[src/design/ame_pkg.sv]
// ----------------------------------------------------------------------------
// ame_pkg
// Shared types, constants and helpers of the accumulator machine executor.
// ----------------------------------------------------------------------------
package ame_pkg;

   localparam int MEM_WORDS  = 10;
   localparam int DATA_WIDTH = 32;
   localparam int ADDR_W     = $clog2(MEM_WORDS);
   // wide enough for any 4-bit operand and for the dump step counter
   localparam int IDX_W      = $clog2(MEM_WORDS + 16);
   localparam int PC_W       = 16;
   localparam logic [PC_W-1:0] PC_RESET = PC_W'(10);

   localparam int CMDQ_DEPTH = 2;
   localparam int CMDQ_PTR_W = $clog2(CMDQ_DEPTH);
   localparam int CMDQ_CNT_W = $clog2(CMDQ_DEPTH + 1);
   localparam int RSPQ_DEPTH = 4;
   localparam int RSPQ_PTR_W = $clog2(RSPQ_DEPTH);
   localparam int RSPQ_CNT_W = $clog2(RSPQ_DEPTH + 1);

   typedef logic signed [DATA_WIDTH-1:0] data_type;

   typedef enum logic [3:0] {
      OP_LDR   = 4'd0,
      OP_STR   = 4'd1,
      OP_INC   = 4'd2,
      OP_DEC   = 4'd3,
      OP_ADD   = 4'd4,
      OP_SET   = 4'd5,
      OP_SHW   = 4'd6,
      OP_PAUSE = 4'd7,
      OP_END   = 4'd8,
      OP_NOP   = 4'd9
   } op_type;

   typedef enum logic [2:0] {
      SHOW_MEM = 3'd0,
      SHOW_ACC = 3'd1,
      SHOW_MAR = 3'd2,
      SHOW_MDR = 3'd3,
      SHOW_ICR = 3'd4,
      SHOW_UC  = 3'd5
   } show_type;

   typedef enum logic [1:0] {
      KIND_MEM  = 2'd0,
      KIND_MAR  = 2'd1,
      KIND_ACC  = 2'd2,
      KIND_VIEW = 2'd3
   } kind_type;

   // decoded request as it travels from front to back
   typedef struct packed {
      op_type             op;
      logic [3:0]         opcode;
      logic [3:0]         operand_a;
      logic [IDX_W-1:0]   rd_a;
      logic [IDX_W-1:0]   rd_b;
      logic [IDX_W-1:0]   wr_addr;
      logic               has_b;
      logic               has_c;
      logic signed [31:0] immediate;
      logic [2:0]         show_target;
   } cmd_type;

   typedef struct packed {
      kind_type           kind;
      logic [3:0]         word_index;
      logic signed [31:0] value;
      logic [3:0]         instr_opcode;
      logic [3:0]         instr_operand;
      logic               last;
   } rsp_type;

   typedef struct packed {
      logic halted;
      logic busy;
   } back_status_type;

   // data word to result value: sign-extend or truncate to 32 bits
   function automatic logic signed [31:0] to_value(data_type d);
      return 32'(d);
   endfunction

endpackage

[src/design/ame_front.sv]
// ----------------------------------------------------------------------------
// ame_front
// Accepts requests, decodes them and holds them in a short command queue.
// ----------------------------------------------------------------------------
module ame_front (
   input  logic                clock,
   input  logic                reset,
   input  logic                push,
   output logic                full,
   input  logic [3:0]          req_opcode,
   input  logic [3:0]          req_operand_a,
   input  logic [3:0]          req_operand_b,
   input  logic [3:0]          req_operand_c,
   input  logic                req_has_b,
   input  logic                req_has_c,
   input  logic signed [31:0]  req_immediate,
   input  logic [2:0]          req_show_target,
   output logic                cmd_valid,
   input  logic                cmd_pop,
   output ame_pkg::cmd_type    cmd
);
   import ame_pkg::*;

   cmd_type               dec;
   op_type                op_class;
   cmd_type               q_ff [CMDQ_DEPTH];
   logic [CMDQ_PTR_W-1:0] wr_ptr_ff, wr_ptr_in;
   logic [CMDQ_PTR_W-1:0] rd_ptr_ff, rd_ptr_in;
   logic [CMDQ_CNT_W-1:0] cnt_ff, cnt_in;
   logic                  push_ok;
   logic                  pop_ok;

   // unknown opcodes behave as the no-op
   always_comb begin
      if (req_opcode > 4'(OP_NOP)) begin
         op_class = OP_NOP;
      end else begin
         op_class = op_type'(req_opcode);
      end
   end

   always_comb begin
      dec.op          = op_class;
      dec.opcode      = req_opcode;
      dec.operand_a   = req_operand_a;
      dec.rd_a        = (op_class == OP_PAUSE) ? '0 : IDX_W'(req_operand_a);
      dec.rd_b        = IDX_W'(req_operand_b);
      dec.wr_addr     = (op_class == OP_ADD) ? IDX_W'(req_operand_c)
                                             : IDX_W'(req_operand_a);
      dec.has_b       = req_has_b;
      dec.has_c       = req_has_c;
      dec.immediate   = req_immediate;
      dec.show_target = req_show_target;
   end

   assign full      = (cnt_ff == CMDQ_CNT_W'(CMDQ_DEPTH));
   assign cmd_valid = (cnt_ff != '0);
   assign cmd       = q_ff[rd_ptr_ff];
   assign push_ok   = push && !full;
   assign pop_ok    = cmd_pop && cmd_valid;

   always_comb begin
      wr_ptr_in = push_ok ? wr_ptr_ff + 1'b1 : wr_ptr_ff;
      rd_ptr_in = pop_ok ? rd_ptr_ff + 1'b1 : rd_ptr_ff;
      cnt_in    = cnt_ff;
      if (push_ok && !pop_ok) begin
         cnt_in = cnt_ff + 1'b1;
      end else if (pop_ok && !push_ok) begin
         cnt_in = cnt_ff - 1'b1;
      end
   end

   always_ff @(posedge clock) begin
      if (push_ok) begin
         q_ff[wr_ptr_ff] <= dec;
      end
   end

   always_ff @(posedge clock) begin
      if (reset) begin
         wr_ptr_ff <= '0;
         rd_ptr_ff <= '0;
         cnt_ff    <= '0;
      end else begin
         wr_ptr_ff <= wr_ptr_in;
         rd_ptr_ff <= rd_ptr_in;
         cnt_ff    <= cnt_in;
      end
   end

endmodule

[src/design/ame_back.sv]
// ----------------------------------------------------------------------------
// ame_back
// Executes decoded requests against data memory, accumulator and counter.
// ----------------------------------------------------------------------------
module ame_back (
   input  logic                     clock,
   input  logic                     reset,
   input  logic                     cmd_valid,
   output logic                     cmd_pop,
   input  ame_pkg::cmd_type         cmd,
   output logic                     rsp_push,
   output ame_pkg::rsp_type         rsp_in,
   input  logic                     rsp_full,
   output ame_pkg::back_status_type status
);
   import ame_pkg::*;

   typedef enum logic [1:0] {
      ST_IDLE,
      ST_EXEC,
      ST_DUMP
   } state_type;

   state_type        state_ff, state_in;
   cmd_type          cmd_ff, cmd_in;
   data_type         acc_ff, acc_in;
   logic [PC_W-1:0]  pc_ff, pc_in;
   logic [PC_W-1:0]  mar_ff, mar_in;
   logic             halted_ff, halted_in;
   logic [IDX_W-1:0] step_ff, step_in;

   // data memory, two registered read ports and one write port
   data_type         mem [MEM_WORDS];
   logic             vld_ff [MEM_WORDS];
   data_type         rd0_ff, rd1_ff;
   logic             rd0_en, rd1_en;
   logic [IDX_W-1:0] rd0_addr, rd1_addr;
   logic             wr_en;
   logic [IDX_W-1:0] wr_addr;
   data_type         wr_data;
   logic             wr_ok;

   data_type         sum;
   logic             want;
   rsp_type          rsp;
   logic [2:0]       view_sel;

   assign sum      = acc_ff + rd0_ff + (cmd_ff.has_b ? rd1_ff : '0);
   assign view_sel = 3'(step_ff - IDX_W'(MEM_WORDS));

   always_comb begin
      state_in  = state_ff;
      cmd_in    = cmd_ff;
      acc_in    = acc_ff;
      pc_in     = pc_ff;
      mar_in    = mar_ff;
      halted_in = halted_ff;
      step_in   = step_ff;
      cmd_pop   = 1'b0;
      rd0_en    = 1'b0;
      rd1_en    = 1'b0;
      rd0_addr  = cmd.rd_a;
      rd1_addr  = cmd.rd_b;
      wr_en     = 1'b0;
      wr_addr   = cmd_ff.wr_addr;
      wr_data   = acc_ff;
      want      = 1'b0;
      rsp       = '0;
      rsp.kind  = KIND_MEM;

      unique case (state_ff)
         ST_IDLE: begin
            if (cmd_valid) begin
               cmd_pop = 1'b1;
               if (!halted_ff) begin
                  rd0_en   = 1'b1;
                  rd1_en   = 1'b1;
                  cmd_in   = cmd;
                  mar_in   = pc_ff;
                  pc_in    = pc_ff + 1'b1;
                  step_in  = '0;
                  state_in = (cmd.op == OP_PAUSE) ? ST_DUMP : ST_EXEC;
               end
            end
         end

         ST_EXEC: begin
            unique case (cmd_ff.op)
               OP_LDR: acc_in = rd0_ff;
               OP_STR: wr_en = 1'b1;
               OP_INC: begin
                  wr_en   = 1'b1;
                  wr_data = acc_ff + DATA_WIDTH'(1);
               end
               OP_DEC: begin
                  wr_en   = 1'b1;
                  wr_data = acc_ff - DATA_WIDTH'(1);
               end
               OP_ADD: begin
                  if (cmd_ff.has_b || !cmd_ff.has_c) begin
                     acc_in = sum;
                  end
                  if (cmd_ff.has_b && cmd_ff.has_c) begin
                     wr_en   = 1'b1;
                     wr_data = sum;
                  end
               end
               OP_SET: begin
                  wr_en   = 1'b1;
                  wr_data = DATA_WIDTH'(cmd_ff.immediate);
               end
               OP_SHW: begin
                  rsp.last = 1'b1;
                  unique case (show_type'(cmd_ff.show_target))
                     SHOW_MEM: begin
                        want           = 1'b1;
                        rsp.kind       = KIND_MEM;
                        rsp.word_index = cmd_ff.operand_a;
                        rsp.value      = to_value(rd0_ff);
                     end
                     SHOW_ACC: begin
                        want      = 1'b1;
                        rsp.kind  = KIND_ACC;
                        rsp.value = to_value(acc_ff);
                     end
                     SHOW_MAR: begin
                        want      = 1'b1;
                        rsp.kind  = KIND_MAR;
                        rsp.value = 32'(mar_ff);
                     end
                     SHOW_MDR, SHOW_ICR, SHOW_UC: begin
                        want              = 1'b1;
                        rsp.kind          = KIND_VIEW;
                        rsp.instr_opcode  = cmd_ff.opcode;
                        rsp.instr_operand = cmd_ff.operand_a;
                     end
                     default: want = 1'b0;
                  endcase
               end
               OP_END: halted_in = 1'b1;
               default: ;
            endcase
            if (!(want && rsp_full)) begin
               state_in = ST_IDLE;
            end
         end

         ST_DUMP: begin
            want = 1'b1;
            if (step_ff < IDX_W'(MEM_WORDS)) begin
               rsp.kind       = KIND_MEM;
               rsp.word_index = 4'(step_ff);
               rsp.value      = to_value(rd0_ff);
            end else begin
               case (view_sel)
                  3'd0: begin
                     rsp.kind  = KIND_MAR;
                     rsp.value = 32'(mar_ff);
                  end
                  3'd2: begin
                     rsp.kind  = KIND_ACC;
                     rsp.value = to_value(acc_ff);
                  end
                  default: begin
                     rsp.kind          = KIND_VIEW;
                     rsp.instr_opcode  = cmd_ff.opcode;
                     rsp.instr_operand = cmd_ff.operand_a;
                  end
               endcase
               rsp.last = (view_sel == 3'd4);
            end
            if (!rsp_full) begin
               step_in  = step_ff + 1'b1;
               rd0_en   = 1'b1;
               rd0_addr = step_ff + 1'b1;
               if (rsp.last) begin
                  state_in = ST_IDLE;
               end
            end
         end

         default: state_in = ST_IDLE;
      endcase

      // a stalled result blocks the write; only SHW and the PAUSE dump ever stall
      if (want && rsp_full) begin
         wr_en = 1'b0;
      end
   end

   assign rsp_push      = want && !rsp_full;
   assign rsp_in        = rsp;
   assign status.halted = halted_ff;
   assign status.busy   = (state_ff != ST_IDLE);
   assign wr_ok         = wr_en && (wr_addr < IDX_W'(MEM_WORDS));

   always_ff @(posedge clock) begin
      if (reset) begin
         state_ff  <= ST_IDLE;
         acc_ff    <= '0;
         pc_ff     <= PC_RESET;
         halted_ff <= 1'b0;
         step_ff   <= '0;
      end else begin
         state_ff  <= state_in;
         acc_ff    <= acc_in;
         pc_ff     <= pc_in;
         halted_ff <= halted_in;
         step_ff   <= step_in;
      end
      cmd_ff <= cmd_in;
      mar_ff <= mar_in;
   end

   always_ff @(posedge clock) begin
      if (wr_ok) begin
         mem[wr_addr[ADDR_W-1:0]] <= wr_data;
      end
   end

   // entries read as zero until first written
   always_ff @(posedge clock) begin
      if (reset) begin
         for (int i = 0; i < MEM_WORDS; i++) begin
            vld_ff[i] <= 1'b0;
         end
      end else if (wr_ok) begin
         vld_ff[wr_addr[ADDR_W-1:0]] <= 1'b1;
      end
   end

   always_ff @(posedge clock) begin
      if (rd0_en) begin
         rd0_ff <= (rd0_addr < IDX_W'(MEM_WORDS) && vld_ff[rd0_addr[ADDR_W-1:0]])
                   ? mem[rd0_addr[ADDR_W-1:0]] : '0;
      end
      if (rd1_en) begin
         rd1_ff <= (rd1_addr < IDX_W'(MEM_WORDS) && vld_ff[rd1_addr[ADDR_W-1:0]])
                   ? mem[rd1_addr[ADDR_W-1:0]] : '0;
      end
   end

endmodule

[src/design/ame_rsp_queue.sv]
// ----------------------------------------------------------------------------
// ame_rsp_queue
// Result queue between the executor and the result port.
// ----------------------------------------------------------------------------
module ame_rsp_queue (
   input  logic             clock,
   input  logic             reset,
   input  logic             rsp_push,
   input  ame_pkg::rsp_type rsp_in,
   output logic             rsp_full,
   input  logic             pop,
   output logic             empty,
   output ame_pkg::rsp_type rsp_out
);
   import ame_pkg::*;

   rsp_type               q_ff [RSPQ_DEPTH];
   logic [RSPQ_PTR_W-1:0] wr_ptr_ff, wr_ptr_in;
   logic [RSPQ_PTR_W-1:0] rd_ptr_ff, rd_ptr_in;
   logic [RSPQ_CNT_W-1:0] cnt_ff, cnt_in;
   logic                  push_ok;
   logic                  pop_ok;

   assign rsp_full = (cnt_ff == RSPQ_CNT_W'(RSPQ_DEPTH));
   assign empty    = (cnt_ff == '0);
   assign rsp_out  = q_ff[rd_ptr_ff];
   assign push_ok  = rsp_push && !rsp_full;
   assign pop_ok   = pop && !empty;

   always_comb begin
      wr_ptr_in = push_ok ? wr_ptr_ff + 1'b1 : wr_ptr_ff;
      rd_ptr_in = pop_ok ? rd_ptr_ff + 1'b1 : rd_ptr_ff;
      cnt_in    = cnt_ff;
      if (push_ok && !pop_ok) begin
         cnt_in = cnt_ff + 1'b1;
      end else if (pop_ok && !push_ok) begin
         cnt_in = cnt_ff - 1'b1;
      end
   end

   always_ff @(posedge clock) begin
      if (push_ok) begin
         q_ff[wr_ptr_ff] <= rsp_in;
      end
   end

   always_ff @(posedge clock) begin
      if (reset) begin
         wr_ptr_ff <= '0;
         rd_ptr_ff <= '0;
         cnt_ff    <= '0;
      end else begin
         wr_ptr_ff <= wr_ptr_in;
         rd_ptr_ff <= rd_ptr_in;
         cnt_ff    <= cnt_in;
      end
   end

endmodule

[src/design/accumulator_machine_executor.sv]
// ----------------------------------------------------------------------------
// accumulator_machine_executor
// Runs one decoded accumulator-machine instruction per request.
// ----------------------------------------------------------------------------
//
//   channel   | handshake         | payload
//   ----------+-------------------+------------------------------------------
//   request   | push / full       | req_opcode .. req_show_target
//   result    | empty / pop       | rsp_kind .. rsp_last
//
// The executor reads a request's operand words from data memory as it takes
// it, then executes and writes back; SHW waits there while results stall.
// PAUSE streams fifteen dump-counter results, one a cycle unless stalled.
// A two-entry command queue in front and a four-entry result queue behind
// let either port stall without blocking the other until a queue fills.
// Synchronous reset clears accumulator, memory valid bits and halt; the
// program counter restarts at ten. After END, requests are taken and dropped.
//
module accumulator_machine_executor (
   input  logic               clock,
   input  logic               reset,
   // request side
   input  logic               push,
   output logic               full,
   input  logic [3:0]         req_opcode,
   input  logic [3:0]         req_operand_a,
   input  logic [3:0]         req_operand_b,
   input  logic [3:0]         req_operand_c,
   input  logic               req_has_b,
   input  logic               req_has_c,
   input  logic signed [31:0] req_immediate,
   input  logic [2:0]         req_show_target,
   // result side
   output logic               empty,
   input  logic               pop,
   output logic [1:0]         rsp_kind,
   output logic [3:0]         rsp_word_index,
   output logic signed [31:0] rsp_value,
   output logic [3:0]         rsp_instr_opcode,
   output logic [3:0]         rsp_instr_operand,
   output logic               rsp_last
);
   import ame_pkg::*;

   logic            cmd_valid;
   logic            cmd_pop;
   cmd_type         cmd;
   logic            rsp_push;
   logic            rsp_full;
   rsp_type         rsp_in;
   rsp_type         rsp_out;
   back_status_type status;

   // front: decode and queue requests
   ame_front u_front (
      .clock           (clock),
      .reset           (reset),
      .push            (push),
      .full            (full),
      .req_opcode      (req_opcode),
      .req_operand_a   (req_operand_a),
      .req_operand_b   (req_operand_b),
      .req_operand_c   (req_operand_c),
      .req_has_b       (req_has_b),
      .req_has_c       (req_has_c),
      .req_immediate   (req_immediate),
      .req_show_target (req_show_target),
      .cmd_valid       (cmd_valid),
      .cmd_pop         (cmd_pop),
      .cmd             (cmd)
   );

   // back: memory, accumulator, program counter, result generation
   ame_back u_back (
      .clock     (clock),
      .reset     (reset),
      .cmd_valid (cmd_valid),
      .cmd_pop   (cmd_pop),
      .cmd       (cmd),
      .rsp_push  (rsp_push),
      .rsp_in    (rsp_in),
      .rsp_full  (rsp_full),
      .status    (status)
   );

   // results wait here until popped
   ame_rsp_queue u_rsp_queue (
      .clock    (clock),
      .reset    (reset),
      .rsp_push (rsp_push),
      .rsp_in   (rsp_in),
      .rsp_full (rsp_full),
      .pop      (pop),
      .empty    (empty),
      .rsp_out  (rsp_out)
   );

   assign rsp_kind          = rsp_out.kind;
   assign rsp_word_index    = rsp_out.word_index;
   assign rsp_value         = rsp_out.value;
   assign rsp_instr_opcode  = rsp_out.instr_opcode;
   assign rsp_instr_operand = rsp_out.instr_operand;
   assign rsp_last          = rsp_out.last;

   // the executor never pushes into a full result queue
   a_no_rsp_overflow: assert property (@(posedge clock) disable iff (reset)
      rsp_push |-> !rsp_full)
      else $error("result pushed into full queue");

   // once halted, no further results are produced
   a_halt_silent: assert property (@(posedge clock) disable iff (reset)
      status.halted |-> !rsp_push)
      else $error("result produced after END");

   // results only come from an instruction in flight
   a_idle_silent: assert property (@(posedge clock) disable iff (reset)
      !status.busy |-> !rsp_push)
      else $error("result produced while executor idle");

   // the executor takes commands only from a non-empty queue
   a_pop_valid: assert property (@(posedge clock) disable iff (reset)
      cmd_pop |-> cmd_valid)
      else $error("command popped from empty queue");

endmodule

[config.mk]
export PLATFORM = sky130hd
export DESIGN_NAME = accumulator_machine_executor
export DESIGN_NICKNAME = d
export VERILOG_FILES = /design/src/design/ame_pkg.sv /design/src/design/ame_front.sv /design/src/design/ame_back.sv /design/src/design/ame_rsp_queue.sv /design/src/design/accumulator_machine_executor.sv
export SDC_FILE = /design/constraint.sdc
export NUM_CORES = 1
export LEC_CHECK = 0
export BUFFER_PORTS_ARGS = -buffer_cell sky130_fd_sc_hd__buf_2
export CORE_MARGIN = 2
export CORE_UTILIZATION = 40
export CTS_BUF_LIST = sky130_fd_sc_hd__clkbuf_16
export DETAILED_ROUTE_END_ITERATION = 16
export PLACE_DENSITY_LB_ADDON = 0.1
export SLEW_MARGIN = 5
export SYNTH_ARGS = -nofsm -noshare
export SYNTH_HDL_FRONTEND = slang
export SYNTH_HIERARCHICAL = 1
export SYNTH_SLANG_ARGS = --single-unit
[constraint.sdc]
create_clock -name clock -period 8.5 [get_ports clock]
set_clock_uncertainty 0.05 [all_clocks]
set_input_delay 0.85 -clock clock [delete_from_list [all_inputs] [get_ports clock]]
set_output_delay 0.85 -clock clock [all_outputs]
set_load 0.01 [all_outputs]
==> results of run 1 <==
## power by group through the flow
stage	Sequential (mW)	Clock, mW	Combinational, mW
2_1_floorplan	5.51	0	3.62
3_3_place_gp	5.87	0	4.94
3_5_place_dp	5.87	0	4.99
4_1_cts	5.79	4.04	5.02
5_1_grt	5.84	4.20	5.45
6_report	5.80	3.93	5.03
## registers in the layout (all words and copies together) (netlist names), named ones only
register and cells:
u_back/acc_ff 32, u_front/q_ff 122, u_back/cmd_ff 49, u_back/mem 320, u_back/wr_addr 5, u_front/cnt_ff 2
u_rsp_queue/wr_ptr_ff 2, u_rsp_queue/cnt_ff 3, u_back/rd0_ff 32, u_front/rd_ptr_ff 1, u_rsp_queue/q_ff 188, u_back/rd1_ff 32
u_back/state_ff 2, u_back/pc_ff 16, u_back/halted_ff 1, u_back/step_ff 5, u_front/wr_ptr_ff 1, u_back/vld_ff 10
u_back/mar_ff 16, u_rsp_queue/rd_ptr_ff 2
## metrics by stage
step / std cells / utilization (%) / instance area, µm²
detailed placement: 4363 / 42.03 / 42640
global route: 4536 / 44.97 / 45630
floorplan: 3034 / - / 40760
global placement: 4363 / 42.03 / 42640
finish: 4538 / 44.98 / 45630
CTS: 4536 / 44.97 / 45630
## final cells by class
class,instances,area [µm²],share of cell area (%)
Multi-Input combinational cell,1959,15220,33.36
Clock inverter,79,631.9,1.385
Sequential cell,844,24650,54.02
Clock buffer,94,2352,5.155
Inverter,33,126.4,0.2769
Timing Repair Buffer,159,930.9,2.040
Tap cell,1368,1712,3.751
Antenna cell,2,5.005,0.01097
## per-layer routing
metal	share of wire (%)	up-vias
met5	0	-
met4	3.1	0
met3	6.0	213
met2	46	1003
met1	45	13631
li1	-	11854
## worst max-delay path: cells and delay by family, from the launching register on
| kind | cells | cell delay, ns |
|---|---|---|
| compound gates | 5 | 2.23 |
| fa+ha+maj | 2 | 0.93 |
| buf+inv | 1 | 0.36 |
| xor+xnor | 1 | 0.35 |
| flops | 1 | 0.32 |
| simple gates | 2 | 0.29 |
## worst paths after layout
kind | end | slack, ns | depth (start not counted)
hold / removal | u_front/q_ff[1][14] | 0.30 | 1
setup reg to reg | u_back/mem[0][14] | 3.59 | 11
hold reg to reg | u_back/mar_ff[15] | 0.41 | 0
setup / recovery | u_back/mem[0][14] | 3.59 | 11
==> flow_summary_export.csv, run 1 <==
group,metric,value,unit
route,vias_per_cell,5.884,
floorplanning,ioPinCount,106,
global_route,grt_use_met2,36.16,%
floorplanning,initial_core_util,40.17,%
placed_design,portBuffers,105,
power_and_ir_drop,comb_power_share,34.0,%
power_and_ir_drop,swShare,37.17,%
timing,whs,0.3020,ns
global_route,grt_max_degree,81,
floorplanning,fp.dieW,323.2,µm
timing,period_minus_slack,4.913,ns
route,wl_per_cell,26.41,µm
global_route,grt_use_met3,3.187,%
power_and_ir_drop,power.density,323.5,nW/µm²
worst_setup_path,r2r_start,"u_back/cmd_ff[36]",
hold_path,hold_class,"input port to flip-flop",
finish,drive_above_1_share,17.17,%
power_and_ir_drop,pwr-share-seq,39.3,%
timing,setup_slack,3.587,ns
worst_setup_path,crit_required,8.76,ns
power_and_ir_drop,finalPower,14.76,mW
route,drt-initial-drc-count,2528,
clock_network,hold_buffers,0,
worst_setup_path,critPathLaunchType,"flip-flop",
timing,hold_viol,0,
power_and_ir_drop,clock_power_share,26.6,%
global_route,busiest_layer,"met2",
timing,setup_viol,0,
synthesis,avgSynthCellArea,13.44,µm²
power_and_ir_drop,vdd_drop_max,194.2,µV
route,num_vias,26701,
timing,tightest_slew,1.240,ns
clock_network,cts_resized,0,
power_and_ir_drop,p_leak,15.82,nW
clock_network,clk_latency,0.69,ns
run_status,outcome,"finished, final reports clean",
synthesis,syn_inst,3032,
route,drc,0,
clock_network,path_clk_slew,0.06,ns
power_and_ir_drop,intPower,9.275,mW
floorplanning,rows,117,
worst_setup_path,cp_cell_sequence,"buf_4, and2_1, fa_1, ha_1, nand2_1, o21ai_0, o211ai_1, a31oi_1, xor2_1, a211oi_1, o22ai_1",
timing,fmax,0.2036,GHz
timing,fin_crit_sh,57.80,%
clock_network,clock-sinks,844,
global_route,grt_pass1_vias,27053,
clock_network,cts_tree,"built",
finish,layout_common_cells,"774 x edfxtp_1, 381 x nand2_1, 122 x a211oi_1",
worst_setup_path,path_class,"flip-flop to flip-flop",
worst_setup_path,slowest_delay,0.90,ns
timing,maxSlewHeadroom,16.92,%
route,ant_nets,0,
global_route,grt_use_met1,32.84,%
placed_design,place_congestion,0.8999,
placed_design,post-dp-hpwl,77.46,mm
worst_setup_path,crit_start,"u_back/cmd_ff[36]",
worst_setup_path,cp-end-kind,"flip-flop",
floorplanning,core,101400,µm²
synthesis,ys_warn_count,6,
worst_setup_path,slowest_stage,"o22ai_1",
power_and_ir_drop,power.net_switching,5.487,mW
finish,nNetsFinal,3256,
clock_network,cts_buffers,93,
synthesis,syn_area,40750,µm²
global_route,antenna_found_initial,6,
global_route,overflow,0,
global_route,grt_pass1_wl,177.7,mm
clock_network,cts_buffer_depth,3,
clock_network,cts_max_level,3,
flow_run,drv_cap,0,
finish,fill_cells,9019,
floorplanning,die-area,104400,µm²
route,drt_wl_total,119.9,mm
timing,rsz0062_at_grt,"no",
route,dr.pass1.iters,6,
global_route,grt_usage,23.06,%
timing,setup_tns,0,ns
clock_network,cts_setup_buffers,0,
floorplanning,die_h,323.2,µm
placed_design,place_worst_setup_slack,3.619,ns
hold_path,hold_start,"req_immediate[11]",
finish,areaGrowthSynthToFinish,11.98,%
worst_setup_path,critPathMaxFanout,37,
timing,maxSlewViolCount,0,
finish,final_common_cell,"edfxtp_1",
clock_network,clockRootBuffer,"clkbuf_16",
worst_setup_path,cp.arrival,5.17,ns
No activity file was read; power rests on OpenSTA's default activity.
==> run 2, diff against run 1 <==
- clock period: 8.5 -> 4.4 ns (I/O delays scaled with it)
==> flow_summary_export.csv, run 2 (synthesis gave the netlist of run 1 again) <==
group,metric,value,unit
power_and_ir_drop,pwr-share-seq,38.1,%
global_route,antenna_found_initial,1,
finish,largest_reg_flops,320,
worst_setup_path,critPathLaunchType,"flip-flop",
timing,setup_viol,0,
flow_run,drv_cap,0,
floorplanning,initial_core_util,40.17,%
route,wl_per_cell,26.48,µm
route,drc,0,
worst_setup_path,cp-end-kind,"flip-flop",
timing,fin_crit_sh,96.03,%
finish,drive_above_1_share,19.08,%
floorplanning,rows,117,
power_and_ir_drop,intPower,18.31,mW
power_and_ir_drop,power.density,616.1,nW/µm²
route,drt-initial-drc-count,2520,
timing,tightest_slew,1.428,ns
finish,fill_cells,8944,
clock_network,clockRootBuffer,"clkbuf_16",
timing,hold_viol,0,
clock_network,cts_tree,"built",
finish,diodes,0,
floorplanning,fp.dieW,323.2,µm
clock_network,cts_buffers,93,
run_status,outcome,"finished, final reports clean",
power_and_ir_drop,vdd_drop_max,387.0,µV
clock_network,path_clk_slew,0.06,ns
power_and_ir_drop,p_leak,16.57,nW
clock_network,cts_buffer_depth,3,
route,ant_nets,0,
finish,final_common_cell,"edfxtp_1",
floorplanning,core,101400,µm²
global_route,grt_pass1_vias,27585,
worst_setup_path,path_class,"flip-flop to flip-flop",
route,num_vias,27211,
floorplanning,die_h,323.2,µm
timing,period_minus_slack,4.225,ns
placed_design,place_congestion,0.9211,
power_and_ir_drop,finalPower,28.97,mW
power_and_ir_drop,clock_power_share,26.3,%
route,dr.pass1.iters,9,
worst_setup_path,r2r_slack,0.17,ns
worst_setup_path,critPathMaxFanout,25,
timing,maxSlewHeadroom,4.378,%
global_route,grt_pass1_wl,182.5,mm
global_route,grt_usage,23.83,%
timing,fmax,0.2367,GHz
worst_setup_path,crit_required,4.71,ns
global_route,overflow,0,
placed_design,portBuffers,105,
floorplanning,die-area,104400,µm²
clock_network,clk_latency,0.70,ns
clock_network,cts_max_level,3,
timing,maxSlewViolCount,0,
floorplanning,ioPinCount,106,
power_and_ir_drop,comb_power_share,35.6,%
global_route,grt_max_degree,97,
finish,layout_common_cells,"774 x edfxtp_1, 381 x nand2_1, 122 x a211oi_1",
finish,nNetsFinal,3384,
timing,setup_slack,0.1747,ns
placed_design,post-dp-hpwl,78.63,mm
placed_design,place_worst_setup_slack,0.07685,ns
route,drt_wl_total,123.5,mm
clock_network,clock-sinks,844,
power_and_ir_drop,power.net_switching,10.67,mW
finish,final_util,46.36,%
finish,areaGrowthSynthToFinish,15.41,%
worst_setup_path,cp.arrival,4.53,ns
hold_path,hold_class,"input port to flip-flop",
power_and_ir_drop,swShare,36.82,%
route,vias_per_cell,5.834,
-- run 2: power by group through the flow --
| stage | Clock [mW] | Sequential (mW) | Combinational, mW |
|---|---|---|---|
| 2_1_floorplan | 0 | 10.6 | 7.00 |
| 3_3_place_gp | 0 | 11.2 | 10.1 |
| 3_5_place_dp | 0 | 11.2 | 10.2 |
| 4_1_cts | 7.81 | 11.0 | 10.3 |
| 5_1_grt | 8.12 | 11.1 | 11.2 |
| 6_report | 7.61 | 11.0 | 10.3 |
-- run 2: worst paths after layout --
check / endpoint / cells after the start / startpoint
setup / recovery: u_back/mem[2][31] / 12 / u_back/cmd_ff[36]
hold / removal: u_front/q_ff[0][56] / 1 / req_opcode[3]
setup reg to reg: u_back/mem[2][31] / 12 / u_back/cmd_ff[36]
hold reg to reg: u_back/mar_ff[15] / 0 / u_back/pc_ff[15]
-- run 2: critical path: stages, from the launching register on --
cell and delay [ns]:
edfxtp_1 0.43, buf_4 0.25, and2_1 0.18, fa_1 0.45, ha_1 0.40, o21ai_1 0.13, a211o_1 0.31, a211o_1 0.30
a21oi_1 0.45, a311oi_2 0.22, xnor2_1 0.18, a221oi_1 0.33, a22oi_2 0.20
-- run 2: stage by stage --
stage	setup TNS [ns]	std cells	area (µm²)	hold slack, ns
finish	0	4664	47030	0.05035
detailed placement	0	4441	43540	0.4105
floorplan	0	3034	40760	0.3780
CTS	0	4661	46970	0.006851
global placement	0	4441	43540	0.3946
global route	-0.2827	4664	47030	0.02849
-- run 2: final cells by class --
type | instances | area (µm²) | area share, %
clock buffers | 93 | 2327 | 4.948
clock inverters | 80 | 635.6 | 1.351
inverters | 33 | 126.4 | 0.2687
multi-input cells | 1959 | 15270 | 32.47
flip-flops and latches | 844 | 24650 | 52.41
well taps | 1368 | 1712 | 3.639
repair buffers | 287 | 2310 | 4.911
-- run 2: metal layers --
metal	track usage (%)	up-vias	wire length (µm)
met3	3.262	178	7102
met5	0	-	0
met1	34.35	14032	56710
met4	7.276	0	3144
li1	-	12098	-
met2	37.44	903	56550
-- run 2: what timing repair did --
item	in CTS	in global routing
gates resized for setup	0	11
setup buffers	0	3
endpoints found under the setup margin	0	93
hold buffers	47	0
hold endpoints to repair	94	0
